### config.mk
export PLATFORM = sky130hd
export DESIGN_NAME = rigid_transform_combine_core
export DESIGN_NICKNAME = d
export VERILOG_FILES = /design/src/rtl/rtc_pkg.sv /design/src/rtl/rigid_transform_combine_core.sv
export SDC_FILE = /design/constraint.sdc
export NUM_CORES = 2
export LEC_CHECK = 0
export ABC_AREA = 1
export BUFFER_PORTS_ARGS = -buffer_cell sky130_fd_sc_hd__buf_2
export CAP_MARGIN = 20
export CELL_PAD_IN_SITES_DETAIL_PLACEMENT = 0
export CELL_PAD_IN_SITES_GLOBAL_PLACEMENT = 1
export CORE_ASPECT_RATIO = 1.2
export CORE_MARGIN = 5
export CORE_UTILIZATION = 25
export CTS_CLUSTER_DIAMETER = 200
export DETAILED_ROUTE_END_ITERATION = 10
export GPL_ROUTABILITY_DRIVEN = 0
export HOLD_SLACK_MARGIN = 0.02
export PLACE_DENSITY = 0.56
export SYNTH_ARGS = -nofsm -noshare
export SYNTH_HDL_FRONTEND = slang
export SYNTH_SLANG_ARGS = --single-unit
### constraint.sdc
create_clock -name clk -period 19.18 [get_ports clk]
set_input_delay 1.918 -clock clk [delete_from_list [all_inputs] [get_ports clk]]
set_output_delay 1.918 -clock clk [all_outputs]
set_load 0.005 [all_outputs]
### src/rtl/rtc_pkg.sv
// Package for the rigid transform combine core: widths, ops, sequencer states.
// No dependencies.
package rtc_pkg;

  localparam int PosW = 24;
  localparam int SclW = 16;
  localparam int RotW = 16;
  localparam int AccW = 56;

  typedef enum logic [1:0] {
    OP_LOAD    = 2'd0,
    OP_COMBINE = 2'd1,
    OP_ADVANCE = 2'd2,
    OP_NONE    = 2'd3
  } op_t;

  typedef enum logic [2:0] {
    ST_IDLE,
    ST_WORK,
    ST_OUT
  } state_t;

  // Signed saturation of a wide accumulator to a narrow field.
  function automatic logic [PosW-1:0] sat_pos(input logic signed [AccW-1:0] v);
    if (v > 56'sd8388607) begin
      sat_pos = 24'h7fffff;
    end else if (v < -56'sd8388608) begin
      sat_pos = 24'h800000;
    end else begin
      sat_pos = v[PosW-1:0];
    end
  endfunction

  function automatic logic [SclW-1:0] sat16(input logic signed [AccW-1:0] v);
    if (v > 56'sd32767) begin
      sat16 = 16'h7fff;
    end else if (v < -56'sd32768) begin
      sat16 = 16'h8000;
    end else begin
      sat16 = v[SclW-1:0];
    end
  endfunction

endpackage

### src/rtl/rigid_transform_combine_core.sv
// Rigid transform combine core: one shared multiply-accumulate under a step sequencer.
// Depends on rtc_pkg.
//
// An op 1 or op 2 beat runs 37 multiply-accumulate steps from accept to result valid,
// one per cycle through the single shared multiplier. Op 0 and the unused op finish
// at accept with no result; the block accepts no beat while busy or while a result waits.
// Reset: synchronous; parent becomes identity (pos 0, scale one, rot w one).
module rigid_transform_combine_core (
  input  logic         clk,
  input  logic         rst,
  input  logic         s_tvalid,
  output logic         s_tready,
  // op, local_pos_x/y/z, local_scale_x/y/z, local_rot_x/y/z/w from bit 0 up
  input  logic [191:0] s_tdata,
  output logic         m_tvalid,
  input  logic         m_tready,
  // world_pos_x/y/z, world_scale_x/y/z, world_rot_x/y/z/w from bit 0 up
  output logic [183:0] m_tdata
);
  import rtc_pkg::*;

  state_t state, state_next;
  logic [5:0] step;
  logic       adv;

  // parent and local registers
  logic signed [PosW-1:0] pp [3];
  logic signed [SclW-1:0] ps [3];
  logic signed [RotW-1:0] pr [4];
  logic signed [PosW-1:0] lp [3];
  logic signed [SclW-1:0] ls [3];
  logic signed [RotW-1:0] lr [4];
  // intermediates
  logic signed [39:0] v [3];
  logic signed [39:0] t [3];
  logic signed [AccW-1:0] acc;
  logic [PosW-1:0] wp [3];
  logic [SclW-1:0] ws [3];
  logic [RotW-1:0] wr [4];

  // multiplier operands chosen by step: ma is the wide one, mb always a 16-bit field
  logic signed [39:0] ma;
  logic signed [15:0] mb;
  logic signed [AccW-1:0] prod, acc_in, acc_sum;
  logic neg, first;
  logic [4:0] shamt;

  logic [1:0] in_op;
  assign in_op = s_tdata[1:0];

  // step table: each step does acc = (first ? 0 : acc) +/- ma*mb
  always_comb begin
    ma = '0; mb = '0; neg = 1'b0; first = 1'b0; shamt = 5'd0;
    case (step)
      6'd0:  begin ma = 40'(ps[0]); mb = ls[0]; first = 1; shamt = 5'd8; end
      6'd1:  begin ma = 40'(ps[1]); mb = ls[1]; first = 1; shamt = 5'd8; end
      6'd2:  begin ma = 40'(ps[2]); mb = ls[2]; first = 1; shamt = 5'd8; end
      6'd3:  begin ma = 40'(pr[3]); mb = lr[0]; first = 1; end
      6'd4:  begin ma = 40'(pr[0]); mb = lr[3]; end
      6'd5:  begin ma = 40'(pr[1]); mb = lr[2]; end
      6'd6:  begin ma = 40'(pr[2]); mb = lr[1]; neg = 1; shamt = 5'd14; end
      6'd7:  begin ma = 40'(pr[3]); mb = lr[1]; first = 1; end
      6'd8:  begin ma = 40'(pr[0]); mb = lr[2]; neg = 1; end
      6'd9:  begin ma = 40'(pr[1]); mb = lr[3]; end
      6'd10: begin ma = 40'(pr[2]); mb = lr[0]; shamt = 5'd14; end
      6'd11: begin ma = 40'(pr[3]); mb = lr[2]; first = 1; end
      6'd12: begin ma = 40'(pr[0]); mb = lr[1]; end
      6'd13: begin ma = 40'(pr[1]); mb = lr[0]; neg = 1; end
      6'd14: begin ma = 40'(pr[2]); mb = lr[3]; shamt = 5'd14; end
      6'd15: begin ma = 40'(pr[3]); mb = lr[3]; first = 1; end
      6'd16: begin ma = 40'(pr[0]); mb = lr[0]; neg = 1; end
      6'd17: begin ma = 40'(pr[1]); mb = lr[1]; neg = 1; end
      6'd18: begin ma = 40'(pr[2]); mb = lr[2]; neg = 1; shamt = 5'd14; end
      6'd19: begin ma = 40'(lp[0]); mb = ps[0]; first = 1; shamt = 5'd8; end
      6'd20: begin ma = 40'(lp[1]); mb = ps[1]; first = 1; shamt = 5'd8; end
      6'd21: begin ma = 40'(lp[2]); mb = ps[2]; first = 1; shamt = 5'd8; end
      // t = cross(q, v) >> 13
      6'd22: begin ma = v[2]; mb = pr[1]; first = 1; end
      6'd23: begin ma = v[1]; mb = pr[2]; neg = 1; shamt = 5'd13; end
      6'd24: begin ma = v[0]; mb = pr[2]; first = 1; end
      6'd25: begin ma = v[2]; mb = pr[0]; neg = 1; shamt = 5'd13; end
      6'd26: begin ma = v[1]; mb = pr[0]; first = 1; end
      6'd27: begin ma = v[0]; mb = pr[1]; neg = 1; shamt = 5'd13; end
      // r = cross(q, t) >> 14, then add t*w >> 14, v and parent position
      6'd28: begin ma = t[2]; mb = pr[1]; first = 1; end
      6'd29: begin ma = t[1]; mb = pr[2]; neg = 1; shamt = 5'd14; end
      6'd30: begin ma = t[0]; mb = pr[3]; first = 1; shamt = 5'd14; end
      6'd31: begin ma = t[0]; mb = pr[2]; first = 1; end
      6'd32: begin ma = t[2]; mb = pr[0]; neg = 1; shamt = 5'd14; end
      6'd33: begin ma = t[1]; mb = pr[3]; first = 1; shamt = 5'd14; end
      6'd34: begin ma = t[1]; mb = pr[0]; first = 1; end
      6'd35: begin ma = t[0]; mb = pr[1]; neg = 1; shamt = 5'd14; end
      6'd36: begin ma = t[2]; mb = pr[3]; first = 1; shamt = 5'd14; end
      default: ;
    endcase
  end

  // shared multiply-accumulate; v and t stay below 2^34, so 40 by 16 bits covers every step
  assign prod = AccW'(ma * mb);
  assign acc_in = first ? '0 : acc;
  assign acc_sum = neg ? acc_in - prod : acc_in + prod;

  // floor shift of the finished term
  logic signed [AccW-1:0] shr;
  assign shr = acc_sum >>> shamt;

  // accumulated position partial: r + v + parent position; tw is added into the pos register below
  logic signed [AccW-1:0] pacc [3];

  always_comb begin
    state_next = state;
    case (state)
      ST_IDLE: if (s_tvalid && (in_op == OP_COMBINE || in_op == OP_ADVANCE)) begin
        state_next = ST_WORK;
      end
      ST_WORK: if (step == 6'd36) state_next = ST_OUT;
      ST_OUT:  if (m_tready) state_next = ST_IDLE;
      default: state_next = ST_IDLE;
    endcase
  end

  always_comb begin
    s_tready = (state == ST_IDLE);
    m_tvalid = (state == ST_OUT);
  end

  always_ff @(posedge clk) begin
    if (rst) begin
      state <= ST_IDLE;
      step <= '0;
      for (int i = 0; i < 3; i++) begin
        pp[i] <= '0;
        ps[i] <= 16'sd256;
      end
      for (int i = 0; i < 3; i++) pr[i] <= '0;
      pr[3] <= 16'sd16384;
      adv <= 1'b0;
    end else begin
      state <= state_next;
      // capture a beat
      if (state == ST_IDLE && s_tvalid) begin
        step <= '0;
        adv <= (in_op == OP_ADVANCE);
        if (in_op == OP_LOAD) begin
          for (int i = 0; i < 3; i++) begin
            pp[i] <= s_tdata[2 + 24*i +: 24];
            ps[i] <= s_tdata[74 + 16*i +: 16];
          end
          for (int i = 0; i < 4; i++) pr[i] <= s_tdata[122 + 16*i +: 16];
        end
      end
      if (state == ST_WORK) step <= step + 6'd1;
      // advance parent after delivery
      if (state == ST_OUT && m_tready && adv) begin
        for (int i = 0; i < 3; i++) begin
          pp[i] <= wp[i];
          ps[i] <= ws[i];
        end
        for (int i = 0; i < 4; i++) pr[i] <= wr[i];
      end
    end
  end

  // datapath registers
  always_ff @(posedge clk) begin
    if (state == ST_IDLE && s_tvalid) begin
      for (int i = 0; i < 3; i++) begin
        lp[i] <= s_tdata[2 + 24*i +: 24];
        ls[i] <= s_tdata[74 + 16*i +: 16];
      end
      for (int i = 0; i < 4; i++) lr[i] <= s_tdata[122 + 16*i +: 16];
    end
    if (state == ST_WORK) begin
      acc <= acc_sum;
      case (step)
        6'd0:  ws[0] <= sat16(shr);
        6'd1:  ws[1] <= sat16(shr);
        6'd2:  ws[2] <= sat16(shr);
        6'd6:  wr[0] <= sat16(shr);
        6'd10: wr[1] <= sat16(shr);
        6'd14: wr[2] <= sat16(shr);
        6'd18: wr[3] <= sat16(shr);
        6'd19: v[0] <= shr[39:0];
        6'd20: v[1] <= shr[39:0];
        6'd21: v[2] <= shr[39:0];
        6'd23: t[0] <= shr[39:0];
        6'd25: t[1] <= shr[39:0];
        6'd27: t[2] <= shr[39:0];
        6'd29: pacc[0] <= shr + AccW'(v[0]) + AccW'(pp[0]);
        6'd30: wp[0] <= sat_pos(pacc[0] + shr);
        6'd32: pacc[1] <= shr + AccW'(v[1]) + AccW'(pp[1]);
        6'd33: wp[1] <= sat_pos(pacc[1] + shr);
        6'd35: pacc[2] <= shr + AccW'(v[2]) + AccW'(pp[2]);
        6'd36: wp[2] <= sat_pos(pacc[2] + shr);
        default: ;
      endcase
    end
  end

  assign m_tdata = {wr[3], wr[2], wr[1], wr[0], ws[2], ws[1], ws[0],
                    wp[2], wp[1], wp[0]};

endmodule

==> Yosys cells after proc, flatten, opt, wreduce, memory -nomap -nowiden <==
Memory sizes are Yosys's and may differ from the RTL's.
Index checks and enable logic that the tools add are counted.
{ "classes": {"n_addsub": 12, "multipliers": 1, "n_div": 0, "magnitude_cmp": 8, "eq_ne": 43, "n_shift": 1, "muxes": 168, "bitwise_logic": 20, "reduce_logical": 46} }
{ "op_table": {"columns": ["operator", "n"], "rows": [
  ["one-hot mux 40 bit (16 select lines)", 1],
  ["two-way mux 16 bit", 35],
  ["two-way mux 24 bit", 20],
  ["adder 56 bit", 4],
  ["two-way mux 56 bit", 4],
  ["one-hot mux 16 bit (14 select lines)", 1],
  ["adder 56 x 24 -> 56 bit", 3],
  ["adder 56 x 40 -> 56 bit", 3],
  ["> comparator 56 x 24 -> 1 bit (second input constant)", 3],
  ["less-than comparator 56 x 24 -> 1 bit (second input constant)", 3],
  ["two-way mux 40 bit", 4],
  ["OR reduction 40 bit", 4],
  ["OR reduction 56 bit", 2],
  ["== test 6 x 5 -> 1 bit (second input constant)", 16],
  ["two-way mux 1 bit", 83],
  ["OR reduction 16 bit", 5],
  ["> comparator 56 x 16 -> 1 bit (second input constant)", 1],
  ["less-than comparator 56 x 16 -> 1 bit (second input constant)", 1],
  ["multiplier 40 x 16 -> 56 bit", 1],
  [">>> shifter 56 x 5 -> 56 bit", 1],
  ["subtractor 56 bit", 1],
  ["== test 6 x 4 -> 1 bit (second input constant)", 8],
  ["OR reduction 24 bit", 2],
  ["OR reduction 4 bit", 11],
  ["30 further kinds", 82]
]} }
{ "totals": {"regBits": 66, "latch_bits": 0, "ram_bits": 960, "rom_bits": 0, "inputBits": 196, "output_inout_bits": 186, "word_cells": 315, "n_memories": 12} }
{ "memory_table": {"columns": ["memory", "depth", "width", "rd", "rd_ports_with_merged_regs", "write_ports", "line_no", "text"], "rows": [
  ["pacc", 3, 56, 3, 0, 1, "rigid_transform_combine_core.sv:108", "logic signed [AccW-1:0] pacc [3];"],
  ["t", 3, 40, 3, 0, 1, "rigid_transform_combine_core.sv:35", "logic signed [39:0] t [3];"],
  ["v", 3, 40, 3, 0, 1, "rigid_transform_combine_core.sv:34", "logic signed [39:0] v [3];"],
  ["lp", 3, 24, 3, 0, 3, "rigid_transform_combine_core.sv:30", "logic signed [PosW-1:0] lp [3];"],
  ["pp", 3, 24, 3, 0, 3, "rigid_transform_combine_core.sv:27", "logic signed [PosW-1:0] pp [3];"],
  ["wp", 3, 24, 3, 0, 1, "rigid_transform_combine_core.sv:37", "logic [PosW-1:0] wp [3];"],
  ["+6 memories", null, null, null, null, null, null, null]
]} }

==> Logic depth before layout (Yosys ltp) <==
{ "logic_depth": {"ltp_word": 15, "ltp_mapped": 93, "ltp_nobuf": 88} }

==> Least setup slack after synthesis <==
OpenSTA, ideal clock, no wires.
{ "synth_path": {"path_type": "register to register", "from": "register step[0]", "to": "memory pacc[1][48] (netlist: pacc[0][104]) (data pin)", "setup_ps": 258, "arrival_ps": 13553, "required_time_ps": 18922, "setup_slack_ps": 5369, "path_stages_with_launch": 73, "n_path_buf": 3, "period_less_slack_ps": 13811, "cell_sequence": "dfxtp_1 inv_1 ha_1 clkbuf_1 nand2_1 nor2_1 clkbuf_1 a221oi_1 nand4_1 a21oi_1 inv_1 nor4_1 inv_1 clkbuf_1 nand2_1 inv_1 fa_1 inv_1 [... 37 more ...] inv_1 ha_1 nand2_1 nor2_1 inv_1 o21ai_0 a21boi_0 o21ai_0 a21oi_1 o21ai_0 a21oi_1 o21ai_0 nand2_1 nand2_1 a21boi_0 o21ai_0 a21oi_1 xnor2_1"} }
{ "synth_between": {"elab_chain_len": 11, "word_cells_on_any_way": 87, "cone_classes": "8 x add/sub; 1 x mul; 36 x eq/ne; 1 x shift; 15 x mux; 26 x reduce/logical"} }
{ "synth_lines": {"columns": ["item", "line_no", "text"], "rows": [
  ["start, declared", "rigid_transform_combine_core.sv:23", "logic [5:0] step;"],
  ["start signal, assigned", "rigid_transform_combine_core.sv:152", "if (state == ST_WORK) step <= step + 6'd1;"],
  ["== test 6 x 5 -> 1 bit, or another cell as far along", "rigid_transform_combine_core.sv:54", "case (step)"],
  ["OR reduction 4 bit (no line), or another cell as far along", null, null],
  ["one-hot mux 40 bit (16 select lines), or another cell as far along", "rigid_transform_combine_core.sv:54", null],
  ["multiplier 40 x 16 -> 56 bit or two-way mux 56 bit (tied branches)", "rigid_transform_combine_core.sv:99, rigid_transform_combine_core.sv:100", null],
  ["adder 56 bit or subtractor 56 bit (tied branches)", "rigid_transform_combine_core.sv:101", "assign acc_sum = neg ? acc_in - prod : acc_in + prod;"],
  ["two-way mux 56 bit *", "rigid_transform_combine_core.sv:101", null],
  ["via acc_sum[21]", "rigid_transform_combine_core.sv:44", "logic signed [AccW-1:0] prod, acc_in, acc_sum;"],
  [">>> shifter 56 x 5 -> 56 bit *", "rigid_transform_combine_core.sv:105", "assign shr = acc_sum >>> shamt;"],
  ["via shr[9]", "rigid_transform_combine_core.sv:104", "logic signed [AccW-1:0] shr;"],
  ["adder 56 x 40 -> 56 bit, on equally long branches", "rigid_transform_combine_core.sv:189, rigid_transform_combine_core.sv:191", null],
  ["adder 56 x 24 -> 56 bit, on equally long branches", "rigid_transform_combine_core.sv:189, rigid_transform_combine_core.sv:191", null],
  ["two-way mux 56 bit (no line)", null, null],
  ["two-way mux 56 bit (no line) *", null, null],
  ["end, declared", "rigid_transform_combine_core.sv:108", null]
]} }
Mark *: on every way through the listed nets, which the timed path passes. The rest lies on a longest branch.

==> Final worst setup path <==
{ "layout_path": {"from": "register step[2]", "to": "memory pacc[0][55] (data pin)"} }
{ "layout_between": {"elab_chain_len": 11, "word_cells_on_any_way": 87, "cone_classes": "8 x add/sub; 1 x mul; 36 x eq/ne; 1 x shift; 15 x mux; 26 x reduce/logical"} }
{ "layout_lines": {"columns": ["item", "line_no"], "rows": [
  ["== test 6 x 5 -> 1 bit, or another cell as far along", "rigid_transform_combine_core.sv:54"],
  ["OR reduction 4 bit (no line), or another cell as far along", null],
  ["one-hot mux 40 bit (16 select lines), or another cell as far along", "rigid_transform_combine_core.sv:54"],
  ["multiplier 40 x 16 -> 56 bit or two-way mux 56 bit (tied branches)", "rigid_transform_combine_core.sv:99, rigid_transform_combine_core.sv:100"],
  ["adder 56 bit or subtractor 56 bit (tied branches)", "rigid_transform_combine_core.sv:101"],
  ["two-way mux 56 bit", "rigid_transform_combine_core.sv:101"],
  [">>> shifter 56 x 5 -> 56 bit *", "rigid_transform_combine_core.sv:105"],
  ["via shr[32]", "rigid_transform_combine_core.sv:104"],
  ["adder 56 x 40 -> 56 bit, on equally long branches", "rigid_transform_combine_core.sv:189, rigid_transform_combine_core.sv:191"],
  ["adder 56 x 24 -> 56 bit, on equally long branches", "rigid_transform_combine_core.sv:189, rigid_transform_combine_core.sv:191"],
  ["two-way mux 56 bit (no line)", null],
  ["two-way mux 56 bit (no line) *", null]
]} }
Marked as above.

==> impl_metrics.csv <==
group,metric,value,unit
clocking,clk_pin_slew_worst_paths,60,ps
logic_synthesis,yosys.area.top_type_share,32.3,%
clocking,tritoncts,"done",
route,drt_iter0_markers,6062,
global_route,grt_overflow_total,0,
global_route,antenna_found_initial,33,
logic_synthesis,synth_area_leaders,"edfxtp_1, fa_1, inv_1",
setup_path,cp.arrival,18340,ps
logic_synthesis,avgSynthCellArea,8.18,sq um
clocking,hold_buffers,0,
logic_synthesis,synth_common_cells,"inv_1, nand2_1, edfxtp_1, nor2_1, fa_1",
route,drt_wl_total,420,mm
logic_synthesis,synth_seq_area_share,32.5,%
timing,rsz0062_at_grt,"false",
placed_design,dpl.hpwl,347,mm
global_route,grt_pass1_vias,83909,
clocking,insertion_delay,850,ps
logic_synthesis,synthArstFlopShare,0,%
logic_synthesis,synth_edf_count,1016,
timing,tns,0,ps
setup_path,worst_setup_path_start_kind,"flip-flop",
floorplan,top_level_ports,382,
clocking,cts_resized,0,
timing,skew,82.7,ps
layout,nets,13749,
timing,relSlewSlack,10.6,%
timing,post-route-period-util,92.6,%
worst_hold_path,min_path_type,"reg -> reg",
global_route,grt_max_degree,120,
setup_path,cp.required,19750,ps
timing,fmax,56.3,MHz
setup_path,max_stage_delay,750,ps
layout,area.growth.synth_to_final,16.4,%
route,dr.pass1.iters,6,
floorplan,die_h,683,um
route,vias,81529,
setup_path,worst_path_most_repeated_cell,"nand2_1",
setup_path,cp-end-kind,"flip-flop",
logic_synthesis,netlist_area,0.0944,sq mm
global_route,grt_pass1_wl,594,mm
floorplan,std_cell_rows,247,
route,drc_errors,0,
logic_synthesis,post-synth-top-count-cell,"inv_1",
setup_path,cp_max_fo,15,
logic_synthesis,ys.warnings.count,0,
status,status,"complete, no violations",
floorplan,initial_core_util,25.1,%
placed_design,portBuffers,375,
timing,worstMarginPinSlew,1340,ps
logic_synthesis,synthCells,11533,
timing,setup_violations,0,
logic_synthesis,synth-seq-cells,1025,
clocking,cts_buffers,136,
logic_synthesis,yosys.area.top_type,"edfxtp_1",
floorplan,core_area,0.377,sq mm
layout,fillers,41022,
clocking,cts_root_buf,"clkbuf_16",
setup_path,cp_slowest_cell,"nor2_1",
clocking,postCtsSetupBuffers,0,
floorplan,die-area,0.390,sq mm
timing,finalHoldViolCount,0,
flow_run,maxCapViolCount,0,
logic_synthesis,synth-main-ff-cell,"edfxtp_1",
floorplan,dieWidth,571,um
layout,drive_gt1_share,9.38,%
route,ant_nets,0,
clocking,clockBufferDepth,4,
global_route,gr-usage-all-layers,21.1,%
timing,fin_crit,17770,ps
route,wire_per_inst,24.2,um
logic_synthesis,synth_cell_types,63,
route,viasPerCell,4.70,
timing,drv_slew,0,
clocking,h-tree-depth,4,
setup_path,worstSetupPathType,"reg -> reg",
logic_synthesis,syn-num-nets,13030,
clocking,clock_sinks,1025,
==> metrics by stage <==
step	utilization [%]	hold WS (ps)	instances	setup WS, ps	instance area [sq um]
after floorplan	-	456	11533	5370	94400
after global placement	28.0	468	17090	1030	105000
after detailed placement	28.0	475	17093	1180	105000
after CTS	29.1	490	17325	1070	110000
after global routing	29.2	512	17330	174	110000
final	29.2	490	17341	1410	110000
==> per-layer routing <==
layer,wire length [um],GRT usage [%],vias up
met4,19900,8.41,20
met2,204000,36.8,2272
li1,-,-,38183
met3,20300,2.43,591
met5,117,0,-
met1,175000,26.4,40463
==> final timing paths <==
kind | startpoint | slack [ps] | cells after the start | to
hold reg to reg | adv$_SDFFE_PP0P_ | 490 | 2 | adv$_SDFFE_PP0P_
setup / recovery | step[2]$_SDFFE_PP0P_ | 1410 | 68 | pacc[0][55]$_DFFE_PP_
setup reg to reg | step[2]$_SDFFE_PP0P_ | 1410 | 68 | pacc[0][55]$_DFFE_PP_
hold / removal | adv$_SDFFE_PP0P_ | 490 | 2 | adv$_SDFFE_PP0P_
==> critical path: cells and delay by family (launching register included) <==
kind	cells	cell delay (ps)
and+or+nand+nor	30	6540
adders and majority gates	10	4550
buffers and inverters	17	3090
AOI/OAI and AO/OA	9	1970
DFF	1	650
xor gates and xnor gates	2	620
==> cell type report <==
type	count	area (sq um)	share of cell area [%]
clock buffers	165	3530	3.22
repair buffers	841	5590	5.09
multi-input cells	7628	53200	48.4
inverters	2620	9850	8.96
clock inverters	67	777	0.707
well taps	4980	6230	5.67
flip-flops and latches	1025	30700	27.9
diodes	15	37.5	0.0342
==> cells in the final DEF, fill, tap and decap left out, drive strengths merged, types with 23 or more instances in the layout <==
cell type,count
inv,2620
nand2,2606
edfxtp,1016
nor2,916
buf,841
fa,770
a21oi,586
o21ai,562
ha,531
nand3,389
xor2,282
clkbuf,165
xnor2,147
nand4,124
a31oi,100
a221oi,95
nor3,73
nor4,67
clkinv,51
o21a,48
o22ai,36
o21bai,34
a22o,33
o211ai,30
a22oi,25
a21o,24
a21boi,23
==> cells by family after synthesis <==
| group | count (synthesis) | share of synthesized area [%] |
|---|---|---|
| and+or+nand+nor | 4223 | 18.2 |
| buffers and inverters | 2880 | 11.5 |
| AOI/OAI and AO/OA | 1675 | 10.4 |
| adders and majority gates | 1301 | 23.4 |
| DFF | 1025 | 32.5 |
| xor gates and xnor gates | 429 | 3.98 |
==> sequential cells by signal, summed over array words and instances (netlist names) <==
| signal | cells |
|---|---|
| acc | 56 |
| adv | 1 |
| lp | 72 |
| lr | 64 |
| ls | 48 |
| pacc | 168 |
| pp | 72 |
| pr | 64 |
| ps | 48 |
| state | 2 |
| step | 6 |
| t | 120 |
| v | 120 |
| wp | 72 |
| wr | 64 |
| ws | 48 |
Power is not shown: default switching activity piles up to over one toggle a cycle in this logic, so the estimate is an artifact.
